==> src/hdl/ldfwg_pkg.sv <==
// Shared types and constants of the LFO wave generator with delay and fade-in.
// Holds the item, result and command types used by the controller and datapath.
// No dependencies.
package ldfwg_pkg;

  localparam int unsigned SINE_ENTRIES = 257;
  localparam int unsigned SINE_AW      = $clog2(SINE_ENTRIES);

  localparam int unsigned CFG_AW = 2;
  localparam int unsigned CFG_DW = 16;

  localparam logic [15:0] GLIDE_STEP = 16'h0050;
  localparam logic [13:0] RATE_MAX   = 14'h28F6;
  localparam logic [15:0] FADE_FULL  = 16'hFFFF;
  localparam logic [16:0] DELAY_END  = 17'h0FFFF;
  localparam logic [15:0] MID_CODE   = 16'h8000;
  localparam logic [15:0] QUARTER    = 16'h4000;

  // Configuration register indexes.
  localparam logic [CFG_AW-1:0] REG_WAVEFORM    = 2'd0;
  localparam logic [CFG_AW-1:0] REG_PHASE_START = 2'd1;
  localparam logic [CFG_AW-1:0] REG_DELAY_STEP  = 2'd2;
  localparam logic [CFG_AW-1:0] REG_FADE_STEP   = 2'd3;

  // Waveform codes; codes above WAVE_GLIDE are illegal and hold the output.
  localparam logic [2:0] WAVE_SINE     = 3'd0;
  localparam logic [2:0] WAVE_SQUARE   = 3'd1;
  localparam logic [2:0] WAVE_SAWTOOTH = 3'd2;
  localparam logic [2:0] WAVE_TRIANGLE = 3'd3;
  localparam logic [2:0] WAVE_SAMPLE   = 3'd4;
  localparam logic [2:0] WAVE_GLIDE    = 3'd5;

  typedef enum logic [1:0] {
    FUNC_TICK    = 2'd0,
    FUNC_LOAD    = 2'd1,
    FUNC_RESTART = 2'd2
  } func_e;

  typedef struct packed {
    logic [1:0]         func;
    logic signed [15:0] rate_request;
    logic [15:0]        random_word;
    logic [8:0]         table_index;
    logic [7:0]         table_data;
  } ldfwg_item_t;

  typedef struct packed {
    logic [15:0]        raw_value;
    logic signed [15:0] faded_value;
    logic               running;
  } ldfwg_res_t;

  typedef struct packed {
    logic start;    // tick accepted: advance delay, fade and phase, read table
    logic load;     // write one sine table entry
    logic restart;  // reload the phase accumulator
    logic wave;     // form the waveform value
    logic mul;      // multiply magnitude by fade level
    logic commit;   // divide, update held values, load output register
  } ldfwg_cmd_t;

endpackage

==> src/hdl/ldfwg_ctrl.sv <==
// Controller of the LFO wave generator: input/output handshake and tick sequencing.
// Depends on ldfwg_pkg.
module ldfwg_ctrl (
  input  logic                    clk_i,
  input  logic                    rst_ni,
  input  logic                    in_valid_i,
  input  logic [1:0]              in_func_i,
  output logic                    in_ready_o,
  input  logic                    out_ready_i,
  output logic                    out_valid_o,
  output ldfwg_pkg::ldfwg_cmd_t   cmd_o
);
  import ldfwg_pkg::*;

  typedef enum logic [3:0] {
    ST_IDLE = 4'b0001,
    ST_WAVE = 4'b0010,
    ST_MUL  = 4'b0100,
    ST_FIN  = 4'b1000
  } state_e;

  state_e state_q, state_d;
  logic   out_valid_q, out_valid_d;
  logic   in_take;
  logic   out_free;

  assign in_ready_o  = (state_q == ST_IDLE);
  assign in_take     = in_valid_i && in_ready_o;
  assign out_free    = !out_valid_q || out_ready_i;
  assign out_valid_o = out_valid_q;

  always_comb begin
    state_d     = state_q;
    out_valid_d = out_valid_q && !out_ready_i;
    cmd_o       = '0;
    case (state_q)
      ST_IDLE: begin
        if (in_take) begin
          case (in_func_i)
            FUNC_TICK: begin
              cmd_o.start = 1'b1;
              state_d     = ST_WAVE;
            end
            FUNC_LOAD:    cmd_o.load    = 1'b1;
            FUNC_RESTART: cmd_o.restart = 1'b1;
            default: ;
          endcase
        end
      end
      ST_WAVE: begin
        cmd_o.wave = 1'b1;
        state_d    = ST_MUL;
      end
      ST_MUL: begin
        cmd_o.mul = 1'b1;
        state_d   = ST_FIN;
      end
      ST_FIN: begin
        // The result waits here until the output register is free.
        if (out_free) begin
          cmd_o.commit = 1'b1;
          out_valid_d  = 1'b1;
          state_d      = ST_IDLE;
        end
      end
      default: state_d = ST_IDLE;
    endcase
  end

  always_ff @(posedge clk_i or negedge rst_ni) begin
    if (!rst_ni) begin
      state_q     <= ST_IDLE;
      out_valid_q <= 1'b0;
    end else begin
      state_q     <= state_d;
      out_valid_q <= out_valid_d;
    end
  end

endmodule

==> config.mk <==
export PLATFORM = sky130hd
export DESIGN_NAME = ldfwg_ctrl
export DESIGN_NICKNAME = d
export VERILOG_FILES = /design/src/hdl/ldfwg_pkg.sv /design/src/hdl/ldfwg_ctrl.sv
export SDC_FILE = /design/constraint.sdc
export NUM_CORES = 1
export LEC_CHECK = 0
export ABC_AREA = 1
export BUFFER_PORTS_ARGS = -buffer_cell sky130_fd_sc_hd__buf_2
export CAP_MARGIN = 20
export CORE_AREA = 3 3 40 42
export DETAILED_ROUTE_END_ITERATION = 10
export DIE_AREA = 0 0 43 45
export PLACE_DENSITY_LB_ADDON = 0.15
export SYNTH_ARGS = -nofsm -noshare
export SYNTH_HDL_FRONTEND = slang
export SYNTH_SLANG_ARGS = --single-unit
==> constraint.sdc <==
create_clock -name clk_i -period 1.1 [get_ports clk_i]
set_input_delay 0.165 -clock clk_i [delete_from_list [all_inputs] [get_ports clk_i]]
set_output_delay 0.165 -clock clk_i [all_outputs]
set_load 0.03 [all_outputs]
==> impl_results.md, run 1 <==
- Gr ovfl total: 0
- Worst-Skew Late Latency: 0.24 ns
- Nets: 72
- Width of the chip: 43 um
- Core Region: 1280 sq um
- Nature of the critical path endpoint: output pin
- DR WL/cell: 8.50 um
- Synth Area per Inst: 7.80 sq um
- Commonest non-fill, non-tap cell in the layout: buf_4
- Post-layout util: 0.436
- Hpwl dp: 542 um
- TritonCTS clock tree: yes
- Final-report hold violation count: 0
- Site Rows: 13
- Die area: 1940 sq um
- Worst Tran Pin Value: 0.161 ns
- CTS clk-pin slew, worst paths: 0.04 ns
- Non-Filler Instances: 80
- Initial DRC Count: 2
- Crit path max-delay family: flip-flops
- Share of cells above drive strength 1: 0.677
- Syn Nets: 45
- Post-synth EDFFs: 0
- Die height: 45 um
- R2R Setup Slk: -0.16 ns
- Port Buf Inserts: 13
- CP max stage delay: 0.53 ns
- CP max FO: 2
- Max-slew violation count: 0
- Leak Pwr: 0.306 nW
- Post-Synthesis Cells: 39
- Setup violators final: 9
- Max Cap Violations: 0
- Post-DP Area: 457 sq um
- RSZ-0062 raised after global routing: true
- DR pass1 iterations: 2
- Fillers: 138
- First-pass GRT wire length: 1.20 mm
- Highest-count cells in the layout ignoring fill and taps: buf_4, nor2_2, inv_1, buf_2, buf_6
- Violated checks: negative setup slack
- Min-Delay Path Class: in2reg
- Worst slew margin: 0.892
- Final period utilization: 1.37
- Post-Syn Area: 304 sq um
- Initial antenna violation count: 0
- Initial core utilization: 0.237
- Pre-CTS WS: -0.235 ns
- Flop pwr share: 0.240
- Power per cell area: 1740 nW/um^2
- TritonCTS buffer count: 3
- Clk pwr share: 0.219
- Inst Count DP: 73
- H-tree depth: 1
- Buf+Inv Stages, Crit Path: 3
- Peak Freq: 665 MHz
- Worst Skew: 0.000824 ns
- Worst-path cell chain: inv_2, nor2_2, nand2_2, clkinv_4, nand2_4, nor3_4, buf_6
- WP data arrival: 1.34 ns
- Vias in the first global route: 316
- Clock sink count: 5
- Outcome: finished, violations left
- Largest net degree at the start of global routing: 6
- Net Switching: 0.000361 W
- Slowest CP cell: dfstp_2
- Total GRT Usage: 0.0852
- Top-Level Pins: 14
- Combinational power share: 0.542
- VDD IR max: 0.00111 V
- CTS root buffer: clkbuf_4
- Yosys cell types: 15
- Pint: 0.000616 W
- Fin crit period: 1.50 ns
- Final instance area: 561 sq um
- Ys async rst share: 1.00
- Vias per cell: 4.06
- Routed vias: 325
- Post-synthesis sequential area ratio: 0.416
- Worst Path Required: 0.94 ns
- Routed wire length: 680 um
- Drt drc: 0
- RePlAce Congestion: 0.693
- Seq cells post-synth: 5
- Layout area overhead: 84.4%
- Antenna Nets Post-Route: 0
- # diodes: 0
- Setup TNS: -2.68 ns
- Crit path launch type: flop
- Critical path class: reg2out
- Final setup margin: -0.403 ns
- Sw Ratio: 0.369
- Most used DFF post-synth: dfrtp_1
- Yosys warns: 0
- Max clock buf depth: 2
## path summary, 6_finish.rpt
path / startpoint / endpoint / depth (start not counted)
max: state_q[0] / cmd_o[4] / 7
max in group asynchronous: rst_ni / state_q[0] / 2
min reg2reg: out_valid_o / out_valid_o / 2
min in group asynchronous: rst_ni / state_q[1] / 2
max reg2reg: state_q[0] / state_q[0] / 9
min: out_ready_i / out_valid_o / 2
## metrics by stage
stage	total power [W]	hold slack [ns]
after floorplan	0.000490	-0.131
after global placement	0.000644	-0.00881
after detailed placement	0.000639	-0.0110
after CTS	0.000946	0.135
after global routing	0.00104	0.163
final	0.000976	0.138
## sequential cells by signal, summed over array words and instances (netlist names)
name	cells
state_q	4
out_valid_o	1
## worst register-to-register path, cell delays in order, from the launching register on
cell	delay (ns)
dfstp_2	0.53
inv_2	0.03
nor2_2	0.08
nand2_2	0.08
clkinv_4	0.06
buf_4	0.10
buf_6	0.09
buf_4	0.10
nand2_2	0.04
a21oi_2	0.10
## logic make-up (layout without fill, tap and decap cells)
logic type,Yosys count,in the layout,synth area share
and+or+nand+nor,21,21,0.387
buffers and inverters,11,37,0.152
DFF,5,5,0.416
AOI/OAI and AO/OA,2,2,0.0453
## per-layer routing
| layer | wire length (um) | global-route usage | vias to the layer above |
|---|---|---|---|
| li1 | - | - | 167 |
| met1 | 308 | 0.0973 | 146 |
| met2 | 312 | 0.129 | 12 |
| met3 | 59 | 0.0279 | 0 |
| met4 | 0 | 0.0723 | 0 |
| met5 | 0 | 0 | - |
## power groups by stage
stage                     clock [W]  sequential, W  combinational, W
after floorplan                   0       0.000236          0.000254
after global placement            0       0.000235          0.000409
after CTS                  0.000223       0.000234          0.000489
after global routing       0.000236       0.000238          0.000567
final                      0.000214       0.000234          0.000529
after detailed placement          0       0.000233          0.000405
## synthesized netlist by cell type, drive strengths merged, types with 2 or more instances
| cell type | number | area (sq um) |
|---|---|---|
| nor3 | 2 | 20.0 |
| inv | 9 | 33.8 |
| nand2 | 5 | 26.3 |
| nor2 | 9 | 38.8 |
| dfrtp | 4 | 100 |
| nand3 | 3 | 15.0 |
## final cells by class
cell class / count / area, sq um / share of cell area
timing repair buffer: 23 / 183 / 0.326
clock buffer: 4 / 26.3 / 0.0469
tap: 15 / 18.8 / 0.0335
sequential: 5 / 126 / 0.225
inverter: 10 / 42.5 / 0.0759
multi-input combinational: 23 / 164 / 0.292
## repair_timing
item | 4_1_cts | 5_1_grt
pin swaps | 1 | 2
setup endpoints to repair | 9 | 9
gates cloned | 0 | 0
gates resized for setup | 12 | 7
setup buffers | 1 | 1
hold buffers | 1 | 0
hold endpoints to repair | 5 | 0
No activity file was read; power rests on OpenSTA's default activity.
==> inputs of run 2 (changes only) <==
--- a/config.mk
+++ b/config.mk
@@ -8,10 +8,10 @@
 export ABC_AREA = 1
 export BUFFER_PORTS_ARGS = -buffer_cell sky130_fd_sc_hd__buf_2
 export CAP_MARGIN = 20
-export CORE_AREA = 3 3 40 42
+export CORE_AREA = 2 2 39 41
 export DETAILED_ROUTE_END_ITERATION = 10
-export DIE_AREA = 0 0 43 45
-export PLACE_DENSITY_LB_ADDON = 0.15
+export DIE_AREA = 0 0 41 43
+export PLACE_DENSITY_LB_ADDON = 0.08
 export SYNTH_ARGS = -nofsm -noshare
 export SYNTH_HDL_FRONTEND = slang
 export SYNTH_SLANG_ARGS = --single-unit
==> impl_results.md, run 2 (synthesis results as in run 1) <==
- Nature of the critical path endpoint: output pin (unchanged)
- Commonest non-fill, non-tap cell in the layout: buf_4 (unchanged)
- Crit path launch type: flop (unchanged)
- Highest-count cells in the layout ignoring fill and taps: buf_4, buf_6, inv_1, buf_2, nor2_2 (was buf_4, nor2_2, inv_1, buf_2, buf_6)
- Routed vias: 325 (unchanged)
- Largest net degree at the start of global routing: 6 (unchanged)
- Worst slew margin: 0.884 (was 0.892)
- Sw Ratio: 0.372 (was 0.369)
- Max Cap Violations: 0 (unchanged)
- Clk pwr share: 0.219 (about the same)
- WP data arrival: 1.34 ns (about the same)
- Fin crit period: 1.50 ns (about the same)
- # diodes: 0 (unchanged)
- DR WL/cell: 8.61 um (was 8.50 um)
- Nets: 74 (was 72)
- Peak Freq: 665 MHz (about the same)
- Initial core utilization: 0.220 (was 0.237)
- RePlAce Congestion: 0.601 (was 0.693)
- Non-Filler Instances: 83 (was 80)
- Initial antenna violation count: 0 (unchanged)
- Port Buf Inserts: 13 (unchanged)
- Leak Pwr: 0.323 nW (was 0.306 nW)
- Die height: 43 um (was 45 um)
- Setup TNS: -2.54 ns (was -2.68 ns)
- Net Switching: 0.000365 W (was 0.000361 W)
- RSZ-0062 raised after global routing: true (unchanged)
- Max-slew violation count: 0 (unchanged)
- Final-report hold violation count: 0 (unchanged)
- Site Rows: 14 (was 13)
- Core Region: 1380 sq um (was 1280 sq um)
- Drt drc: 0 (unchanged)
- Worst Skew: 0.000261 ns (was 0.000824 ns)
- CTS clk-pin slew, worst paths: 0.04 ns (about the same)
- Inst Count DP: 74 (was 73)
- Clock sink count: 5 (unchanged)
- CTS root buffer: clkbuf_4 (unchanged)
- H-tree depth: 1 (unchanged)
- Width of the chip: 41 um (was 43 um)
- Gr ovfl total: 0 (unchanged)
- Routed wire length: 715 um (was 680 um)
- Violated checks: negative setup slack (unchanged)
- Combinational power share: 0.544 (was 0.542)
- Initial DRC Count: 5 (was 2)
- Fillers: 147 (was 138)
- TritonCTS clock tree: yes (unchanged)
- Final instance area: 589 sq um (was 561 sq um)
- VDD IR max: 0.00106 V (was 0.00111 V)
- Min-Delay Path Class: in2reg (unchanged)
- Total GRT Usage: 0.106 (was 0.0852)
- Critical path class: reg2out (unchanged)
- Final setup margin: -0.404 ns (was -0.403 ns)
- Flop pwr share: 0.237 (was 0.240)
- Vias in the first global route: 302 (was 316)
- Top-Level Pins: 14 (unchanged)
- Final period utilization: 1.37 (about the same)
- Outcome: finished, violations left (unchanged)
- Post-DP Area: 458 sq um (was 457 sq um)
- Max reg flops: 4 (unchanged)
- Largest register by flop count: state_q (unchanged)
- DR pass1 iterations: 4 (was 2)
- Setup violators final: 10 (was 9)
- First-pass GRT wire length: 1.14 mm (was 1.20 mm)
- Worst Tran Pin Value: 0.173 ns (was 0.161 ns)
- Die area: 1760 sq um (was 1940 sq um)
- Pint: 0.000617 W (was 0.000616 W)
- Pre-CTS WS: -0.237 ns (was -0.235 ns)
- Max clock buf depth: 2 (unchanged)
- Worst-Skew Late Latency: 0.24 ns (about the same)
- Layout area overhead: 93.8% (was 84.4%)
- TritonCTS buffer count: 3 (unchanged)
- CP max FO: 2 (unchanged)
- Antenna Nets Post-Route: 0 (unchanged)
- Share of cells above drive strength 1: 0.672 (was 0.677)
- Vias per cell: 3.92 (was 4.06)
- Power per cell area: 1670 nW/um^2 (was 1740 nW/um^2)
- Hpwl dp: 543 um (was 542 um)
- Worst Path Required: 0.94 ns (about the same)
==> run 2: what timing repair did <==
item                                    in CTS  in global routing
hold endpoints to repair                     5                  0
pin swaps                                    3                  4
endpoints found under the setup margin       9                 10
gates resized for setup                     17                  4
buffers inserted                             3                  1
hold buffers                                 1                  0
==> run 2: routing by layer <==
layer,part of all wire,up-vias,GRT usage
met5,0,-,0
met4,0.015,0,0.100
met3,0.071,2,0.0471
met2,0.49,10,0.141
met1,0.42,139,0.116
li1,-,174,-
==> run 2: final timing paths <==
| check | start | to | slack [ns] | cells after the start |
|---|---|---|---|---|
| max in group asynchronous | rst_ni | state_q[0] | 0.61 | 2 |
| max | state_q[0] | cmd_o[3] | -0.40 | 7 |
| min | out_ready_i | out_valid_o | 0.13 | 2 |
| min reg2reg | out_valid_o | out_valid_o | 0.55 | 2 |
| min in group asynchronous | rst_ni | out_valid_o | 0.27 | 2 |
| max reg2reg | state_q[0] | state_q[0] | -0.15 | 7 |
==> run 2: power by group through the flow <==
stage | logic, W | clock network [W] | registers (W)
after floorplan | 0.000254 | 0 | 0.000236
after global placement | 0.000409 | 0 | 0.000234
after global routing | 0.000565 | 0.000241 | 0.000238
after CTS | 0.000515 | 0.000226 | 0.000233
final | 0.000534 | 0.000215 | 0.000233
after detailed placement | 0.000402 | 0 | 0.000233
==> run 2: critical path, stage by stage, from the launching register on <==
cell	delay, ns
dfstp_2	0.53
inv_2	0.03
nor2_2	0.08
nand2_2	0.08
clkinv_4	0.06
nand2_4	0.05
nor3_4	0.11
buf_6	0.15
==> run 2: through the flow <==
step           hold slack [ns]   util  power (W)
5_1_grt                  0.129  0.426    0.00104
2_1_floorplan           -0.131      -   0.000490
3_3_place_gp          -0.00728  0.331   0.000643
3_5_place_dp          -0.00789  0.331   0.000635
4_1_cts                  0.117  0.411   0.000975
6_report                 0.130  0.426   0.000982
==> run 2: layout make-up <==
class | count | area [sq um] | share of cell area
repair buffers | 25 | 205 | 0.348
multi-input cells | 23 | 169 | 0.287
flip-flops and latches | 5 | 126 | 0.214
inverters | 10 | 42.5 | 0.0722
clock buffers | 4 | 26.3 | 0.0446
well taps | 16 | 20.0 | 0.0340
